--- config.mk ---
export PLATFORM = sky130hd
export DESIGN_NAME = euler_path_finder_top
export DESIGN_NICKNAME = d
export VERILOG_FILES = /design/src/rtl/eul_pkg.sv /design/src/rtl/eul_ram.sv /design/src/rtl/eul_adj.sv /design/src/rtl/euler_path_finder_top.sv
export SDC_FILE = /design/constraint.sdc
export NUM_CORES = 1
export LEC_CHECK = 0
export BUFFER_PORTS_ARGS = -buffer_cell sky130_fd_sc_hd__buf_2
export CORE_ASPECT_RATIO = 0.75
export CORE_MARGIN = 2
export CORE_UTILIZATION = 63
export CTS_CLUSTER_SIZE = 40
export DETAILED_ROUTE_END_ITERATION = 12
export GPL_ROUTABILITY_DRIVEN = 0
export PLACE_DENSITY = 0.88
export SETUP_SLACK_MARGIN = 0.3
export SLEW_MARGIN = 25
export SYNTH_ARGS = -nofsm -noshare
export SYNTH_HDL_FRONTEND = slang
export SYNTH_HIERARCHICAL = 1
export SYNTH_SLANG_ARGS = --single-unit
export TNS_END_PERCENT = 30
--- constraint.sdc ---
create_clock -name i_clk -period 8.15 [get_ports i_clk]
set_input_delay 0.4075 -clock i_clk [delete_from_list [all_inputs] [get_ports i_clk]]
set_output_delay 0.4075 -clock i_clk [all_outputs]
set_load 0.03 [all_outputs]
--- src/rtl/eul_pkg.sv ---
package eul_pkg;

    localparam int VTX_W       = 3;
    localparam int VTX_SPAN    = 8;
    localparam int STORE_DEPTH = 29;
    localparam int ADDR_W      = 5;
    localparam int EDGE_W      = 5;

    typedef logic [VTX_W-1:0]  t_vtx;
    typedef logic [ADDR_W-1:0] t_addr;
    typedef logic [EDGE_W-1:0] t_edges;

    typedef enum logic [1:0] {
        ACT_ADD   = 2'd0,
        ACT_RUN   = 2'd1,
        ACT_CLEAR = 2'd2,
        ACT_NONE  = 2'd3
    } t_action;

    typedef enum logic [2:0] {
        S_IDLE,
        S_SCAN,
        S_WALK,
        S_POP,
        S_DONE,
        S_FAIL,
        S_RD,
        S_OUT
    } t_state;

    typedef struct packed {
        logic add;
        logic remove;
        logic clear;
        t_vtx rd_vtx;
        t_vtx va;
        t_vtx vb;
    } t_adj_cmd;

    typedef struct packed {
        logic row_nz;
        t_vtx low_nbr;
        logic odd;
        logic edges_left;
    } t_adj_stat;

    function automatic int eff_vertices(input int n);
        int r;
        r = (n < VTX_SPAN) ? n : VTX_SPAN;
        return r;
    endfunction

endpackage

--- src/rtl/eul_ram.sv ---
module eul_ram (
    input  logic          i_clk,
    input  logic          i_we,
    input  eul_pkg::t_addr i_waddr,
    input  eul_pkg::t_vtx  i_wdata,
    input  logic          i_re,
    input  eul_pkg::t_addr i_raddr,
    output eul_pkg::t_vtx  o_rdata
);
    import eul_pkg::*;

    t_vtx r_mem [STORE_DEPTH];
    t_vtx r_rdata;

    always_ff @(posedge i_clk) begin
        if (i_we) begin
            r_mem[i_waddr] <= i_wdata;
        end
    end

    always_ff @(posedge i_clk) begin
        if (i_re) begin
            r_rdata <= r_mem[i_raddr];
        end
    end

    assign o_rdata = r_rdata;

endmodule

--- src/rtl/eul_adj.sv ---
module eul_adj #(
    parameter int NUM_VERTICES = 8
) (
    input  logic               i_clk,
    input  logic               i_rst_n,
    input  eul_pkg::t_adj_cmd  i_cmd,
    output eul_pkg::t_adj_stat o_stat
);
    import eul_pkg::*;

    localparam int NV = eff_vertices(NUM_VERTICES);

    logic [VTX_SPAN-1:0] r_adj [VTX_SPAN];
    t_edges              r_edges;
    logic [VTX_SPAN-1:0] s_row;
    t_vtx                s_low;
    logic                s_add_ok;

    assign s_row = r_adj[i_cmd.rd_vtx];

    always_comb begin
        s_low = '0;
        for (int i = VTX_SPAN - 1; i >= 0; i--) begin
            if (s_row[i]) begin
                s_low = VTX_W'(i);
            end
        end
    end

    // duplicate check uses the read row, which is addressed by va during an add
    assign s_add_ok = i_cmd.add && (i_cmd.va != i_cmd.vb)
                    && ({1'b0, i_cmd.va} < (VTX_W+1)'(NV))
                    && ({1'b0, i_cmd.vb} < (VTX_W+1)'(NV))
                    && !s_row[i_cmd.vb];

    always_ff @(posedge i_clk) begin
        if (!i_rst_n || i_cmd.clear) begin
            for (int i = 0; i < VTX_SPAN; i++) begin
                r_adj[i] <= '0;
            end
            r_edges <= '0;
        end else if (s_add_ok) begin
            r_adj[i_cmd.va][i_cmd.vb] <= 1'b1;
            r_adj[i_cmd.vb][i_cmd.va] <= 1'b1;
            r_edges <= EDGE_W'(r_edges + 1'b1);
        end else if (i_cmd.remove) begin
            r_adj[i_cmd.va][i_cmd.vb] <= 1'b0;
            r_adj[i_cmd.vb][i_cmd.va] <= 1'b0;
            r_edges <= EDGE_W'(r_edges - 1'b1);
        end
    end

    assign o_stat.row_nz     = |s_row;
    assign o_stat.low_nbr    = s_low;
    assign o_stat.odd        = ^s_row;
    assign o_stat.edges_left = (r_edges != '0);

endmodule

--- src/rtl/euler_path_finder_top.sv ---
// euler_path_finder_top: euler cycle / path search over a small undirected graph
//
// input channel (i_valid / o_ready): i_action selects add edge, run or clear.
// add and clear complete while idle and produce no output. loops, repeated
// edges and vertices at or above NUM_VERTICES are dropped.
// a run scans the degree parity of one vertex per cycle, then walks the graph
// with a stack: S_WALK pushes once per edge taken, and a pop passes through
// S_WALK and S_POP, since the stack memory has a registered read port. results
// leave one at a time through S_RD and S_OUT, each read from the path memory first.
// o_ready stays low for the whole run, also while the receiver stalls.
// output channel (o_valid / i_ready): o_vertex in pop order, o_last on the
// final request, o_found low on the single failure request (vertex 0).
// a stalled result simply holds until taken; nothing else advances meanwhile.
// every run leaves the graph empty.
// reset (synchronous, active low) empties the graph and returns to idle.
module euler_path_finder_top #(
    parameter int NUM_VERTICES = 8
) (
    input  logic          i_clk,
    input  logic          i_rst_n,
    input  logic          i_valid,
    output logic          o_ready,
    input  logic [1:0]    i_action,
    input  eul_pkg::t_vtx i_vertex_a,
    input  eul_pkg::t_vtx i_vertex_b,
    output logic          o_valid,
    input  logic          i_ready,
    output eul_pkg::t_vtx o_vertex,
    output logic          o_last,
    output logic          o_found
);
    import eul_pkg::*;

    localparam int NV = eff_vertices(NUM_VERTICES);

    t_state    r_state, n_state;
    t_vtx      r_vidx;
    logic [1:0] r_odd;
    logic      r_have_odd;
    t_vtx      r_start;
    t_vtx      r_top;
    t_addr     r_depth;
    t_addr     r_plen;
    t_addr     r_k;

    t_adj_cmd  s_cmd;
    t_adj_stat s_stat;
    logic      s_accept;
    logic      s_push;
    logic      s_scan_end;
    logic [1:0] s_odd_next;
    logic      s_too_odd;
    t_vtx      s_start;

    logic      s_stk_we, s_stk_re;
    t_addr     s_stk_waddr, s_stk_raddr;
    t_vtx      s_stk_rdata;
    logic      s_pth_we, s_pth_re;
    t_vtx      s_pth_rdata;

    eul_adj #(
        .NUM_VERTICES(NUM_VERTICES)
    ) u_adj (
        .i_clk  (i_clk),
        .i_rst_n(i_rst_n),
        .i_cmd  (s_cmd),
        .o_stat (s_stat)
    );

    eul_ram u_stack (
        .i_clk  (i_clk),
        .i_we   (s_stk_we),
        .i_waddr(s_stk_waddr),
        .i_wdata(r_top),
        .i_re   (s_stk_re),
        .i_raddr(s_stk_raddr),
        .o_rdata(s_stk_rdata)
    );

    eul_ram u_path (
        .i_clk  (i_clk),
        .i_we   (s_pth_we),
        .i_waddr(r_plen),
        .i_wdata(r_top),
        .i_re   (s_pth_re),
        .i_raddr(r_k),
        .o_rdata(s_pth_rdata)
    );

    assign s_accept   = i_valid && o_ready;
    assign s_push     = s_stat.row_nz && (r_depth < ADDR_W'(STORE_DEPTH));
    assign s_scan_end = (r_vidx == VTX_W'(NV - 1));
    assign s_odd_next = (s_stat.odd && r_odd != 2'd3) ? 2'(r_odd + 1'b1) : r_odd;
    assign s_too_odd  = (s_odd_next == 2'd3);
    assign s_start    = r_have_odd ? r_start : (s_stat.odd ? r_vidx : '0);

    // next state
    always_comb begin
        n_state = r_state;
        case (r_state)
            S_IDLE: begin
                if (s_accept && i_action == ACT_RUN) begin
                    n_state = S_SCAN;
                end
            end
            S_SCAN: begin
                if (s_scan_end) begin
                    n_state = s_too_odd ? S_FAIL : S_WALK;
                end
            end
            S_WALK: begin
                if (!s_push) begin
                    n_state = (r_depth == ADDR_W'(1)) ? S_DONE : S_POP;
                end
            end
            S_POP:  n_state = S_WALK;
            S_DONE: n_state = (s_stat.edges_left || r_plen == '0) ? S_FAIL : S_RD;
            S_FAIL: begin
                if (i_ready) begin
                    n_state = S_IDLE;
                end
            end
            S_RD:   n_state = S_OUT;
            S_OUT: begin
                if (i_ready) begin
                    n_state = o_last ? S_IDLE : S_RD;
                end
            end
            default: n_state = S_IDLE;
        endcase
    end

    // outputs and unit controls
    always_comb begin
        s_cmd       = '0;
        s_stk_we    = 1'b0;
        s_stk_re    = 1'b0;
        s_stk_waddr = ADDR_W'(r_depth - 1'b1);
        s_stk_raddr = ADDR_W'(r_depth - 2'd2);
        s_pth_we    = 1'b0;
        s_pth_re    = 1'b0;
        o_ready     = 1'b0;
        o_valid     = 1'b0;
        o_vertex    = '0;
        o_last      = 1'b0;
        o_found     = 1'b0;
        case (r_state)
            S_IDLE: begin
                o_ready      = 1'b1;
                s_cmd.rd_vtx = i_vertex_a;
                s_cmd.va     = i_vertex_a;
                s_cmd.vb     = i_vertex_b;
                s_cmd.add    = i_valid && i_action == ACT_ADD;
                s_cmd.clear  = i_valid && i_action == ACT_CLEAR;
            end
            S_SCAN: begin
                s_cmd.rd_vtx = r_vidx;
                s_cmd.clear  = s_scan_end && s_too_odd;
            end
            S_WALK: begin
                s_cmd.rd_vtx = r_top;
                s_cmd.va     = r_top;
                s_cmd.vb     = s_stat.low_nbr;
                s_cmd.remove = s_push;
                s_stk_we     = s_push;
                s_stk_re     = !s_push && r_depth != ADDR_W'(1);
                s_pth_we     = !s_push && r_plen < ADDR_W'(STORE_DEPTH);
            end
            S_DONE: begin
                s_cmd.clear = 1'b1;
            end
            S_FAIL: begin
                o_valid = 1'b1;
                o_last  = 1'b1;
            end
            S_RD: begin
                s_pth_re = 1'b1;
            end
            S_OUT: begin
                o_valid  = 1'b1;
                o_vertex = s_pth_rdata;
                o_last   = (ADDR_W'(r_k + 1'b1) == r_plen);
                o_found  = 1'b1;
            end
            default: begin
                o_ready = 1'b0;
            end
        endcase
    end

    always_ff @(posedge i_clk) begin
        if (!i_rst_n) begin
            r_state    <= S_IDLE;
            r_vidx     <= '0;
            r_odd      <= '0;
            r_have_odd <= 1'b0;
            r_start    <= '0;
            r_top      <= '0;
            r_depth    <= '0;
            r_plen     <= '0;
            r_k        <= '0;
        end else begin
            r_state <= n_state;
            case (r_state)
                S_IDLE: begin
                    r_vidx     <= '0;
                    r_odd      <= '0;
                    r_have_odd <= 1'b0;
                end
                S_SCAN: begin
                    r_vidx <= VTX_W'(r_vidx + 1'b1);
                    r_odd  <= s_odd_next;
                    if (s_stat.odd && !r_have_odd) begin
                        r_have_odd <= 1'b1;
                        r_start    <= r_vidx;
                    end
                    if (s_scan_end) begin
                        r_top   <= s_start;
                        r_depth <= ADDR_W'(1);
                        r_plen  <= '0;
                    end
                end
                S_WALK: begin
                    if (s_push) begin
                        r_top   <= s_stat.low_nbr;
                        r_depth <= ADDR_W'(r_depth + 1'b1);
                    end else begin
                        r_depth <= ADDR_W'(r_depth - 1'b1);
                        if (s_pth_we) begin
                            r_plen <= ADDR_W'(r_plen + 1'b1);
                        end
                    end
                end
                S_POP: begin
                    r_top <= s_stk_rdata;
                end
                S_DONE: begin
                    r_k <= '0;
                end
                S_OUT: begin
                    if (i_ready) begin
                        r_k <= ADDR_W'(r_k + 1'b1);
                    end
                end
                default: begin
                    r_k <= r_k;
                end
            endcase
        end
    end

    // no new request while a result is pending
    a_ready_excl: assert property (@(posedge i_clk) disable iff (!i_rst_n)
        o_valid |-> !o_ready)
        else $error("request accepted while result pending");

    // stack never grows past its store
    a_depth_bound: assert property (@(posedge i_clk) disable iff (!i_rst_n)
        r_depth <= ADDR_W'(STORE_DEPTH))
        else $error("walk stack overflow");

    // graph is empty once the final result of a run is taken
    a_graph_empty: assert property (@(posedge i_clk) disable iff (!i_rst_n)
        (o_valid && i_ready && o_last) |=> !s_stat.edges_left)
        else $error("graph not empty after run");

    // a push makes the chosen neighbour the new top
    a_push_top: assert property (@(posedge i_clk) disable iff (!i_rst_n)
        (r_state == S_WALK && s_push) |=> (r_top == $past(s_stat.low_nbr)))
        else $error("stack top not updated on push");

endmodule
==> qor.csv <==
stage,metric,value,unit
clock_network,ctsHoldBuffers,0,
final_layout,utilization,0.692,
sta,min_period_over_period,0.901,
final_layout,drive_gt1_frac,0.147,
clock_network,ctsResizeCount,0,
synth,yosys_warnings,6,
clock_network,postCtsSetupBuffers,0,
sta,max_freq,136,MHz
sta,max-slew-margin-rel,0.321,
final_layout,regArea,0.00803,mm²
clock_network,clk_path_buf_depth,3,
final_layout,multi_input_area,0.00554,mm²
drt,viasPerCell,6.74,
floorplan,dieArea,0.0234,mm²
setup_path,start_kind,flip-flop,
synth,yosysTopAreaCellShare,0.525,
grt,grt_max_degree,61,
grt,antenna_found_initial,1,
setup_path,critPathMaxFanout,20,
synth,yosys-top-cells-area,"edfxtp_1 53%, mux4_2 6.5%, dfxtp_1 5.0%",
drt,firstDrtPassIters,7,
drt,dr_total_vias,9652,
final_layout,syn2layout_area_growth,8.51,%
sta,maxSlewViolCount,0,
synth,syn_avg_cell_area,12.5,µm²
drt,final_antenna_net_count,0,
floorplan,core_area,0.0219,mm²
synth,synthFlopType,edfxtp_1,
worst_hold_path,min_path_type,input pin to flip-flop,
place,post-dp-hpwl,21.2,mm
sta,setup_viol,0,
floorplan,initial_core_util,0.638,
clock_network,clkTransAtPathRegs,70,ps
sta,skew,26.5,ps
status,status,"finished, final reports clean",
drt,drtIter0Drc,1471,
clock_network,h-tree-depth,1,
sta,setup_tns,0,ps
synth,synth_top_area_cell,edfxtp_1,
setup_path,arrival,7830,ps
final_layout,fin_nets,1153,
synth,synthesis.area,0.0140,mm²
place,dpl_cell_area,0.0142,mm²
setup_path,worst-setup-path-type,flip-flop to flip-flop,
synth,synth_commonest_cells,"244 x edfxtp_1, 174 x nor2_1, 63 x nand2_1, 55 x o21ai_1",
synth,synth-seq-cells,279,
setup_path,critical_path.endpoint_type,flip-flop,
synth,synthMostInstantiatedCell,edfxtp_1,
clock_network,worstSkewPairLatency,540,ps
floorplan,fp-row-count,47,
setup_path,crit_required,8640,ps
sta,fin_crit,7340,ps
place,portBuffers,18,
power_and_ir_drop,powerDensity,203,mW/mm²
drt,drt-total-wl,31.9,mm
power_and_ir_drop,leakagePower,4.82,nW
synth,async_flop_share,0,
drt,wl_per_cell,22.3,µm
final_layout,final_area,0.0151,mm²
clock_network,cts_tree,done,
floorplan,dieHeight,133,µm
synth,ys_types,79,
grt,grt_remaining_overflow,0,
floorplan,die_w,176,µm
drt,route.detailed.drc,0,
grt,grt_pass1_vias,9159,
run,drv_cap,0,
synth,synthesis.instances,1118,
sta,rsz0062_at_grt,no,
clock_network,numCtsBuffers,27,
power_and_ir_drop,max-vdd-ir-drop,0.000159,V
sta,tightest_slew,1020,ps
sta,final-hold-violation-count,0,
clock_network,cts-root-buf,clkbuf_16,
synth,yosysSeqAreaShare,0.575,
floorplan,pin_count,19,
clock_network,clock-sinks,279,
grt,grt_util_all_layers,0.275,
final_layout,fill_cells,1432,
grt,grt_pass1_wl,50.1,mm
synth,synth_edf_count,244,
-- worst max-delay path, cell delays in order (launching register included) --
cell,delay (ps)
dfxtp_1,660
inv_1,280
nor2_2,340
a21oi_1,120
nor2_1,650
mux4_2,590
mux2i_1,380
inv_1,90
ha_1,180
nand2b_1,130
a21bo_2,230
nand2_1,60
a21boi_1,80
a22o_1,460
nor3_1,600
inv_1,90
o22ai_1,160
and4bb_2,310
nand2_1,400
ha_1,360
a21o_1,190
a21oi_1,250
nand2_1,100
or3_1,310
a22o_1,200
nand2_1,50
-- final cells by class --
type | instances | share of cell area
inverter | 16 | 0.00397
tap | 294 | 0.0243
clock buffer | 32 | 0.0465
antenna | 1 | 0.000165
clock inverter | 15 | 0.0126
sequential | 279 | 0.531
multi-input combinational | 757 | 0.366
timing repair buffer | 37 | 0.0162
-- where the power goes --
part / leakage, nW / switching [W] / internal, W
clock: 0.427 / 0.000522 / 0.000744
sequential: 2.48 / 0.0000146 / 0.00156
combinational: 1.91 / 0.000153 / 0.0000865
-- routing by layer --
| metal | routed length [µm] | GRT usage | part of all wire |
|---|---|---|---|
| met1 | 12800 | 0.411 | 0.40 |
| met3 | 4250 | 0.0744 | 0.13 |
| met4 | 773 | 0.0739 | 0.024 |
| met5 | 0 | 0 | 0 |
| met2 | 14100 | 0.403 | 0.44 |
-- registers in the layout, indices dropped and copies added (netlist names) --
| name | count |
|---|---|
| r_plen | 5 |
| r_k | 5 |
| u_stack/r_mem | 87 |
| r_odd | 2 |
| u_path/r_mem | 87 |
| r_state | 3 |
| r_start | 3 |
| u_adj/r_adj | 64 |
| u_path/o_rdata | 3 |
| u_adj/r_edges | 5 |
| u_stack/o_rdata | 3 |
| r_have_odd | 1 |
| r_depth | 5 |
| r_vidx | 3 |
| r_top | 3 |
-- cell usage in the layout (no fill, tap or decap), drive strengths merged, types with 12 or more instances in the layout --
cell type and instances:
nand2b 17, o21ai 69, mux4 50, nand3 32, a22oi 13, a31oi 12, nand2 63, dfxtp 35
nor3 19, mux2 13, nor2 175, buf 37, edfxtp 244, clkbuf 32, mux2i 38, inv 17
nand3b 13, nor2b 13, a21oi 43, ha 22
-- worst paths after layout --
kind,startpoint,end,slack [ps],cells after the start
worst min register to register,u_adj/r_edges[2]$_SDFFE_PP0P_,u_adj/r_edges[2]$_SDFFE_PP0P_,490,2
worst min-delay path,i_rst_n,r_depth[4]$_SDFFE_PN0P_,250,2
worst max-delay path,r_state[1]$_SDFFE_PN0P_,u_adj/r_edges[4]$_SDFFE_PP0P_,810,25
worst max register to register,r_state[1]$_SDFFE_PN0P_,u_adj/r_edges[4]$_SDFFE_PP0P_,810,25
-- per-stage QoR --
step / hold slack, ps / total power, W / cells / setup WS (ps)
after floorplan: 455 / 0.00177 / 1125 / 1950
after global placement: 473 / 0.00182 / 1383 / 1430
after detailed placement: 485 / 0.00183 / 1383 / 1060
after CTS: 244 / 0.00308 / 1430 / 1000
after global routing: 254 / 0.00316 / 1431 / 360
final: 251 / 0.00308 / 1431 / 805
-- cell families after synthesis --
logic type | after synthesis | share of synthesized area
mux | 101 | 0.123
flops | 279 | 0.575
xor+xnor | 19 | 0.0119
fa+ha+maj | 23 | 0.0212
simple gates | 392 | 0.135
buf+inv | 89 | 0.0311
compound gates | 214 | 0.103
other cells | 1 | 0.000269
(Power assumes the default switching activity.)
